==> src/hdl/mt64_pkg.sv <==
`default_nettype none
// ----------------------------------------------------------------------------
// mt64_pkg
// Shared constants, types and word functions of the 64-bit Mersenne Twister.
// ----------------------------------------------------------------------------
package mt64_pkg;

	localparam int unsigned STATE_WORDS  = 312;
	localparam int unsigned TWIST_OFFSET = 156;
	localparam int unsigned IDX_W        = $clog2(STATE_WORDS + 1);

	localparam logic [63:0] TWIST_MATRIX = 64'hB502_6F5A_A966_19E9;
	localparam logic [63:0] UPPER_MASK   = 64'hFFFF_FFFF_8000_0000;
	localparam logic [63:0] LOWER_MASK   = 64'h0000_0000_7FFF_FFFF;
	localparam logic [63:0] SEED_MULT    = 64'd6364136223846793005;

	localparam logic [63:0] TEMPER_MASK_A = 64'h5555_5555_5555_5555;
	localparam logic [63:0] TEMPER_MASK_B = 64'h71D6_7FFF_EDA6_0000;
	localparam logic [63:0] TEMPER_MASK_C = 64'hFFF7_EEE0_0000_0000;

	typedef logic [63:0] word_t;
	typedef logic [IDX_W-1:0] idx_t;

	// Control handed from the seeding sequencer to the top level.
	typedef struct packed {
		logic shift;
		logic busy;
	} seed_ctl_t;

	typedef enum logic [2:0] {
		SEED_IDLE = 3'b001,
		SEED_MUL  = 3'b010,
		SEED_ADD  = 3'b100
	} seed_state_t;

	// One step of the recurrence: a new word from words i, i+1 and i+offset.
	function automatic word_t twist_word(input word_t cur, input word_t nxt, input word_t far);
		word_t y;
		word_t v;
		y = (cur & UPPER_MASK) | (nxt & LOWER_MASK);
		v = far ^ (y >> 1);
		if (y[0]) begin
			v = v ^ TWIST_MATRIX;
		end
		return v;
	endfunction

	function automatic word_t temper(input word_t w);
		word_t x;
		x = w;
		x = x ^ ((x >> 29) & TEMPER_MASK_A);
		x = x ^ ((x << 17) & TEMPER_MASK_B);
		x = x ^ ((x << 37) & TEMPER_MASK_C);
		x = x ^ (x >> 43);
		return x;
	endfunction

endpackage
`default_nettype wire

==> src/hdl/mt64_cell.sv <==
`default_nettype none
// ----------------------------------------------------------------------------
// mt64_cell
// One state word of the generator; loads the word at its input, its neighbour's or the new tail word, on a shift.
// ----------------------------------------------------------------------------
module mt64_cell (
	input  wire                  clk,
	input  wire                  shift_en,
	input  wire mt64_pkg::word_t d,
	output mt64_pkg::word_t      q
);

	mt64_pkg::word_t word_q;

	always_ff @(posedge clk) begin
		if (shift_en) begin
			word_q <= d;
		end
	end

	assign q = word_q;

endmodule
`default_nettype wire

==> config.mk <==
export PLATFORM = sky130hd
export DESIGN_NAME = mt64_cell
export DESIGN_NICKNAME = d
export VERILOG_FILES = /design/src/hdl/mt64_pkg.sv /design/src/hdl/mt64_cell.sv
export SDC_FILE = /design/constraint.sdc
export NUM_CORES = 1
export LEC_CHECK = 0
export BUFFER_PORTS_ARGS = -buffer_cell sky130_fd_sc_hd__buf_2
export CAP_MARGIN = 15
export CORE_UTILIZATION = 40
export CTS_CLUSTER_DIAMETER = 50
export DETAILED_ROUTE_END_ITERATION = 12
export PLACE_DENSITY = 0.77
export RECOVER_POWER = 50
export SETUP_SLACK_MARGIN = 0.5
export SYNTH_ARGS = -nofsm -noshare
export SYNTH_HDL_FRONTEND = slang
export SYNTH_SLANG_ARGS = --single-unit
==> constraint.sdc <==
create_clock -name clk -period 0.8 [get_ports clk]
set_clock_uncertainty 0.2 [all_clocks]
set_input_delay 0.16 -clock clk [delete_from_list [all_inputs] [get_ports clk]]
set_output_delay 0.16 -clock clk [all_outputs]
set_load 0.02 [all_outputs]
==> impl_metrics.env <==
export IMPL_global_route_usage_met1_pct=21.4
export IMPL_timing_hold_ws_ns=-0.198
export IMPL_grt_max_degree=11
export IMPL_synth_cell_area_mm2=0.00192
export IMPL_synth_nets=130
export IMPL_irDropWorstVdd_mv=1.58
export IMPL_fillers=222
export IMPL_final_cell_mix="edfxtp_1 (64), buf_6 (51), clkdlybuf4s25_1 (45)"
export IMPL_port_buffers=129
export IMPL_path_max_fanout=1
export IMPL_die_w_um=71.3
export IMPL_intPower_mw=6.54
export IMPL_critPathMaxStageDelay_ns=0.44
export IMPL_violations="design-rule violations, negative hold slack, negative setup slack"
export IMPL_initial_utilization_pct=43.0
export IMPL_ys_warn_count=0
export IMPL_syn_to_final_growth_pct=99.7
export IMPL_worst_slew_pin_slew_ns=0.152
export IMPL_setup_viol_count_final=64
export IMPL_numCtsBuffers=9
export IMPL_clk_pin_slew_ns=0.07
export IMPL_final_nets=292
export IMPL_die_h_um=71.3
export IMPL_gr_usage_met2_pct=40.1
export IMPL_period_share_pct=163
export IMPL_p_seq_share_pct=48.8
export IMPL_layout_commonest_cell="edfxtp_1"
export IMPL_worstPathArrival_ns=0.94
export IMPL_crit_chain="buf_6"
export IMPL_avgSynthCellArea_um2=30.0
export IMPL_postSynthCellCount=64
export IMPL_largest_register_ffs=64
export IMPL_clock_sinks=64
export IMPL_grtUsageMet3_pct=7.45
export IMPL_dr_pass1_iters=8
export IMPL_synth_distinct_cells=1
export IMPL_setup_slack_ns=-0.504
export IMPL_yosysSeqAreaShare_pct=100
export IMPL_relSlewSlack_pct=89.9
export IMPL_drt_iter0_markers=61
export IMPL_placed_cell_area_mm2=0.00267
export IMPL_drtAntennaViolNets=0
export IMPL_crit_family="flip-flops"
export IMPL_antenna_found_initial=0
export IMPL_wl_per_cell_um=20.4
export IMPL_dp_cells=247
export IMPL_layout_drive_gt1_share_pct=42.9
export IMPL_fin_area_mm2=0.00384
export IMPL_ys_ff_latch=64
export IMPL_route_vias_total=1316
export IMPL_wirelength_um=5780
export IMPL_startpoint_type="flip-flop"
export IMPL_pwr_share_comb_pct=16.8
export IMPL_routabilityCongestion=0.757
export IMPL_power_frac_clock_pct=34.4
export IMPL_htree_levels=3
export IMPL_final_cell_count_no_fill=283
export IMPL_gr_max_usage_layer="met2"
export IMPL_cp_slowest_cell="edfxtp_1"
export IMPL_grt_pass1_wl_um=7570
export IMPL_rsz0062_at_grt="true"
export IMPL_diodes=0
export IMPL_grt_pass1_vias=1489
export IMPL_grt_overflow=0
export IMPL_grtUsageTotal_pct=21.6
export IMPL_slew_violations=0
export IMPL_std_cell_rows=24
export IMPL_ios=130
export IMPL_layout_min_cycle_time_ns=1.30
export IMPL_path_class="flip-flop to output port"
export IMPL_p_per_area_mw_per_mm2=2190
export IMPL_drt_drc_violations_left=12
export IMPL_final_hold_violation_count=59
export IMPL_cts_tree="yes"
export IMPL_drv_cap=0
export IMPL_p_switching_mw=1.88
export IMPL_status="finished with violations"
export IMPL_required_ns=0.44
export IMPL_core_mm2=0.00447
export IMPL_max_freq_ghz=0.767
export IMPL_hold_class="input port to flip-flop"
export IMPL_multi_input_area_um2=0
export IMPL_fin_total_pwr_mw=8.41
export IMPL_root_buffer="clkbuf_8"
export IMPL_cellLeakagePower_nw=1.51
export IMPL_fp_dieArea_mm2=0.00509
export IMPL_multi_input_gates=0
export IMPL_via_per_inst=4.65
export IMPL_post_place_ws_ns=-0.241
export IMPL_crit_buf_inv=1
export IMPL_clockBufferDepth=2
export IMPL_endpoint_kind="output port"
export IMPL_swShare_pct=22.3
[synthesized netlist by cell type, drive strengths merged]
cell	count	area (µm²)
edfxtp	64	1920
[power groups by stage]
stage | Combinational [mW] | Clock [mW] | Sequential [mW]
after floorplan | 0 | 0 | 4.48
after global placement | 0.815 | 0 | 4.10
after detailed placement | 0.827 | 0 | 4.11
after CTS | 1.30 | 2.91 | 4.05
after global routing | 1.46 | 3.04 | 4.13
final | 1.41 | 2.89 | 4.11
[per-stage QoR]
step | utilization [%] | TNS, ns | hold WS (ns)
finish | 85.8 | -26.97 | -0.198
global route | 85.8 | -28.93 | -0.211
CTS | 83.6 | -27.12 | -0.223
detailed placement | 59.7 | -18.57 | 0.138
global placement | 59.7 | -17.87 | 0.136
floorplan | - | -0.606 | 0.0589
[kinds of logic (layout without fill, tap and decap cells)]
| kind of cell | Yosys count | count (layout) | synth area share (%) |
|---|---|---|---|
| DFF | 64 | 64 | 100 |
| buffers and inverters | 0 | 167 | 0 |
[cell type report]
class	instances	area, µm²	area share [%]
sequential	64	1920	50.1
timing repair buffer	151	1650	42.9
clock buffer	12	135	3.52
clock inverter	4	68.8	1.79
tap	52	65.1	1.70
[path summary, 6_finish.rpt]
kind / startpoint / to / slack [ns] / depth (start not counted)
max: q[14] / q[14] / -0.50 / 1
min: d[4] / q[4] / -0.20 / 1
[routing by layer]
| layer | vias to the layer above | share of wire, % |
|---|---|---|
| met5 | - | 0 |
| met4 | 0 | 1.7 |
| met3 | 8 | 11 |
| met2 | 92 | 56 |
| met1 | 628 | 32 |
| li1 | 588 | - |
[what timing repair did]
action | 4_1_cts | 5_1_grt
gates resized for setup | 100 | 87
setup buffers | 9 | 1
endpoints found under the hold margin | 69 | 64
endpoints found under the setup margin | 192 | 192
cloned | 10 | 0
(Power assumes the default switching activity.)
