`config.mk`:
```
export PLATFORM = sky130hd
export DESIGN_NAME = mt64_seeder
export DESIGN_NICKNAME = d
export VERILOG_FILES = /design/src/hdl/mt64_pkg.sv /design/src/hdl/mt64_seeder.sv
export SDC_FILE = /design/constraint.sdc
export NUM_CORES = 2
export LEC_CHECK = 0
export BUFFER_PORTS_ARGS = -buffer_cell sky130_fd_sc_hd__buf_2
export CORE_ASPECT_RATIO = 1.1
export CORE_UTILIZATION = 66
export CTS_CLUSTER_SIZE = 8
export DETAILED_ROUTE_END_ITERATION = 6
export GPL_TIMING_DRIVEN = 0
export PLACE_DENSITY = 0.91
export SLEW_MARGIN = 20
export SYNTH_ARGS = -nofsm -noshare
export SYNTH_HDL_FRONTEND = slang
export SYNTH_SLANG_ARGS = --single-unit
export TNS_END_PERCENT = 20
```
`constraint.sdc`:
```
create_clock -name clk -period 14.3 [get_ports clk]
set_input_delay 4.29 -clock clk [delete_from_list [all_inputs] [get_ports clk]]
set_output_delay 4.29 -clock clk [all_outputs]
set_load 0.02 [all_outputs]
```
`src/hdl/mt64_pkg.sv`:
```
`default_nettype none
// ----------------------------------------------------------------------------
// mt64_pkg
// Shared constants, types and word functions of the 64-bit Mersenne Twister.
// ----------------------------------------------------------------------------
package mt64_pkg;

	localparam int unsigned STATE_WORDS  = 312;
	localparam int unsigned TWIST_OFFSET = 156;
	localparam int unsigned IDX_W        = $clog2(STATE_WORDS + 1);

	localparam logic [63:0] TWIST_MATRIX = 64'hB502_6F5A_A966_19E9;
	localparam logic [63:0] UPPER_MASK   = 64'hFFFF_FFFF_8000_0000;
	localparam logic [63:0] LOWER_MASK   = 64'h0000_0000_7FFF_FFFF;
	localparam logic [63:0] SEED_MULT    = 64'd6364136223846793005;

	localparam logic [63:0] TEMPER_MASK_A = 64'h5555_5555_5555_5555;
	localparam logic [63:0] TEMPER_MASK_B = 64'h71D6_7FFF_EDA6_0000;
	localparam logic [63:0] TEMPER_MASK_C = 64'hFFF7_EEE0_0000_0000;

	typedef logic [63:0] word_t;
	typedef logic [IDX_W-1:0] idx_t;

	// Control handed from the seeding sequencer to the top level.
	typedef struct packed {
		logic shift;
		logic busy;
	} seed_ctl_t;

	typedef enum logic [2:0] {
		SEED_IDLE = 3'b001,
		SEED_MUL  = 3'b010,
		SEED_ADD  = 3'b100
	} seed_state_t;

	// One step of the recurrence: a new word from words i, i+1 and i+offset.
	function automatic word_t twist_word(input word_t cur, input word_t nxt, input word_t far);
		word_t y;
		word_t v;
		y = (cur & UPPER_MASK) | (nxt & LOWER_MASK);
		v = far ^ (y >> 1);
		if (y[0]) begin
			v = v ^ TWIST_MATRIX;
		end
		return v;
	endfunction

	function automatic word_t temper(input word_t w);
		word_t x;
		x = w;
		x = x ^ ((x >> 29) & TEMPER_MASK_A);
		x = x ^ ((x << 17) & TEMPER_MASK_B);
		x = x ^ ((x << 37) & TEMPER_MASK_C);
		x = x ^ (x >> 43);
		return x;
	endfunction

endpackage
`default_nettype wire

```
`src/hdl/mt64_seeder.sv`:
```
`default_nettype none
// ----------------------------------------------------------------------------
// mt64_seeder
// Seeding sequencer: produces the initial state words one after another.
// ----------------------------------------------------------------------------
module mt64_seeder (
	input  wire                  clk,
	input  wire                  arst_n,
	input  wire                  start,
	input  wire mt64_pkg::word_t seed,
	input  wire mt64_pkg::word_t prev,
	output mt64_pkg::seed_ctl_t  ctl,
	output mt64_pkg::word_t      word
);

	mt64_pkg::seed_state_t state_q;
	mt64_pkg::idx_t        idx_q;
	logic [63:0]           pll_q;
	logic [31:0]           phl_q;
	logic [31:0]           plh_q;
	mt64_pkg::word_t       p;
	logic [31:0]           full_hl;
	logic [31:0]           full_lh;
	logic [31:0]           mid_sum;

	assign p       = prev ^ (prev >> 62);
	assign full_hl = p[63:32] * mt64_pkg::SEED_MULT[31:0];
	assign full_lh = p[31:0] * mt64_pkg::SEED_MULT[63:32];
	assign mid_sum = phl_q + plh_q;

	always_ff @(posedge clk or negedge arst_n) begin
		if (!arst_n) begin
			state_q <= mt64_pkg::SEED_IDLE;
			idx_q   <= '0;
		end else begin
			case (state_q)
				mt64_pkg::SEED_IDLE: begin
					if (start) begin
						state_q <= mt64_pkg::SEED_MUL;
						idx_q   <= mt64_pkg::idx_t'(1);
					end
				end
				mt64_pkg::SEED_MUL: begin
					state_q <= mt64_pkg::SEED_ADD;
				end
				mt64_pkg::SEED_ADD: begin
					if (idx_q == mt64_pkg::idx_t'(mt64_pkg::STATE_WORDS - 1)) begin
						state_q <= mt64_pkg::SEED_IDLE;
					end else begin
						state_q <= mt64_pkg::SEED_MUL;
						idx_q   <= idx_q + mt64_pkg::idx_t'(1);
					end
				end
				default: begin
					state_q <= mt64_pkg::SEED_IDLE;
				end
			endcase
		end
	end

	// The product is split into 32-bit partial products; only the low half
	// of the cross terms reaches the low 64 bits of the result.
	always_ff @(posedge clk) begin
		if (state_q == mt64_pkg::SEED_MUL) begin
			pll_q <= 64'(p[31:0]) * 64'(mt64_pkg::SEED_MULT[31:0]);
			phl_q <= full_hl;
			plh_q <= full_lh;
		end
	end

	always_comb begin
		ctl.busy  = (state_q != mt64_pkg::SEED_IDLE);
		ctl.shift = 1'b0;
		word      = seed;
		case (state_q)
			mt64_pkg::SEED_IDLE: begin
				ctl.shift = start;
				word      = seed;
			end
			mt64_pkg::SEED_ADD: begin
				ctl.shift = 1'b1;
				word      = pll_q + {mid_sum, 32'h0}
				          + {{(64 - mt64_pkg::IDX_W){1'b0}}, idx_q};
			end
			default: begin
				ctl.shift = 1'b0;
			end
		endcase
	end

endmodule
`default_nettype wire

```
==> flow_summary.ini <==
[job]
max_cap_violations = 0

[clock_network]
cts_root_buf = clkbuf_16
clock-sinks = 131
numCtsBuffers = 17
hold_buffers = 0
cts_tree = yes
cts_setup_buffers = 0
cts_max_path_buffers = 2
cts_resized = 0
htreeDepth = 4
clkLatencyLatePin_ps = 440
clk_pin_slew_worst_paths_ps = 60

[hold_path]
whs_path_depth = 1
hp-class = register to register
holdCritStartpoint = state_q[2]

[detailed_routing]
wl_per_cell_um = 22.5
ant_nets = 0
first_iter_violations = 2298
totalWireLength_mm = 123
dr.pass1.iters = 7
viasPerCell = 5.78
drc = 1
num_vias = 31600

[layout]
final_cell_mix = 1,343 x inv_1, 812 x fa_1, 758 x ha_1
utilization = 0.714
finalNetCount = 6309
drive_above_1_share = 0.0582
area_delta_synth_final_pct = 6.42
final_common_cell = inv_1

[synth]
synth_nets = 6080
ys_ff_latch = 131
syn_area_per_cell_sq_um = 9.80
yosysWarnings = 0
synthCells = 4379
synth_top_area_cell = fa_1
syn-cell-area_sq_um = 42900
synth_edf_count = 119
synth-main-ff-cell = edfxtp_1
seq_area_frac_synth = 0.0903
synth-async-reset-ratio = 0.0916
netlist-cell-type-count = 76
synthTopCellsByArea = fa_1 38%, ha_1 22%, inv_1 12%
yosysTopAreaCellShare = 0.379

[sta]
finalHoldViolCount = 0
fin_worst_skew_ps = 8.52
max_freq_ghz = 0.0802
slew_violations = 0
finalCriticalPeriod_ps = 12470
worst_slew_pin_slew_ps = 1180
worst_slack_ps = 1830
tns_ps = 0
min_period_over_period = 0.872
setup_violations = 0
slew_headroom = 0.210
whs_ps = 534
rsz0062_at_grt = false

[global_route]
grt_overflow = 0
grt_util_met1 = 0.473
grt_pass1_vias = 33500
grt-busiest-layer = met2
grt_max_degree = 19
grt_pass1_wl_mm = 190
grtUsageMet2 = 0.636
use_met3 = 0.0829
grt_use_total = 0.386
antenna_found_initial = 0

[floorplan]
rows = 97
ios = 197
dieArea_sq_um = 66100
placeableCoreArea_sq_um = 64000
die_w_um = 245
start_util = 0.671
die_h_um = 270

[placement]
port_buffers = 196
dp_hpwl_mm = 109
place_ws_ps = 1460
gp_congestion = 1.04

[critical_path]
crit_fanout = 18
critPathArrivalTime_ps = 12710
worstSetupStartpointType = input pin
crit_type = input pin to register
end_kind = register
crit_start = prev[62]
required_ps = 14540
reg2reg_from = state_q[2]
reg2reg_depth = 9

[outcome]
violations = DRC
status = finished, violations left
[state kept, by name (all words and copies together), names as in the netlist]
signal	count
plh_q	32
idx_q	9
pll_q	55
phl_q	32
state_q	3
[metal layers]
metal	share of wire	wire length (um)
met1	0.37	45000
met2	0.48	58500
met3	0.092	11300
met4	0.065	7940
met5	0	0
[worst paths after layout]
path,slack (ps),to
min in group asynchronous,3730,idx_q[8]
max reg2reg,11470,pll_q[60]
max,1830,pll_q[55]
min,530,state_q[2]
max in group asynchronous,10280,state_q[0]
min reg2reg,530,state_q[2]
[cell families (layout without fill, tap and decap cells)]
| logic type | after synthesis | after routing | synth area share |
|---|---|---|---|
| other | 0 | 1 | 0 |
| muxes | 6 | 6 | 0.00157 |
| xor gates and xnor gates | 253 | 253 | 0.0519 |
| AOI/OAI and AO/OA | 557 | 557 | 0.0825 |
| adders and majority gates | 1570 | 1570 | 0.600 |
| buffers and inverters | 1376 | 1618 | 0.120 |
| DFF | 131 | 131 | 0.0903 |
| and+or+nand+nor | 486 | 486 | 0.0539 |
[per-stage QoR]
| step | instance area [sq um] | std cells |
|---|---|---|
| finish | 45700 | 5463 |
| CTS | 45700 | 5462 |
| global placement | 45000 | 5416 |
| detailed placement | 45100 | 5430 |
| floorplan | 42900 | 4379 |
| global route | 45700 | 5462 |
[Yosys cell counts (5+ instances only)]
| library cell | instances |
|---|---|
| inv_1 | 1343 |
| fa_1 | 812 |
| ha_1 | 758 |
| nand2_1 | 180 |
| a21oi_1 | 168 |
| xnor2_1 | 163 |
| edfxtp_1 | 119 |
| o21ai_0 | 119 |
| nor2_1 | 101 |
| a21o_1 | 96 |
| xor2_1 | 89 |
| nand3_1 | 44 |
| clkbuf_1 | 31 |
| and3_1 | 30 |
| nor3_1 | 26 |
| o21a_1 | 26 |
| o21bai_1 | 26 |
| nand4_1 | 22 |
| nor2b_1 | 19 |
| nand2b_1 | 16 |
| o21ai_1 | 15 |
| a31oi_1 | 12 |
| and2_1 | 11 |
| and4_1 | 11 |
| dfrtp_1 | 11 |
| a211oi_1 | 9 |
| o31ai_1 | 9 |
| o211ai_1 | 7 |
| a311oi_1 | 6 |
| a31o_2 | 5 |
| or2_2 | 5 |
[layout make-up]
cell class | instances | area, sq um
multi-input combinational | 2872 | 33900
clock buffer | 21 | 483
timing repair buffer | 210 | 1110
fill | 4695 | 18300
tap | 841 | 1050
buffer | 33 | 125
inverter | 1343 | 5040
clock inverter | 11 | 88.8
antenna | 1 | 2.50
sequential | 131 | 3870
[worst max-delay path, stage by stage]
cell and delay [ps]:
buf_2 260, xnor2_1 180, inv_1 880, ha_1 530
inv_1 120, fa_1 450, fa_1 510, inv_1 40
ha_1 200, fa_1 470, fa_1 450, fa_1 630
fa_1 490, ha_1 300, clkbuf_1 290, nand4_1 170
nor2_1 140, nand3_1 160, a2111o_1 370, nand2_1 230
o21ai_1 210, a21oi_1 470, o21ai_1 230, mux2_1 350
a211oi_1 280
Power is left out: the tool's default activity adds up to more than one toggle a clock period on the data nets, which glitch-free logic cannot reach.
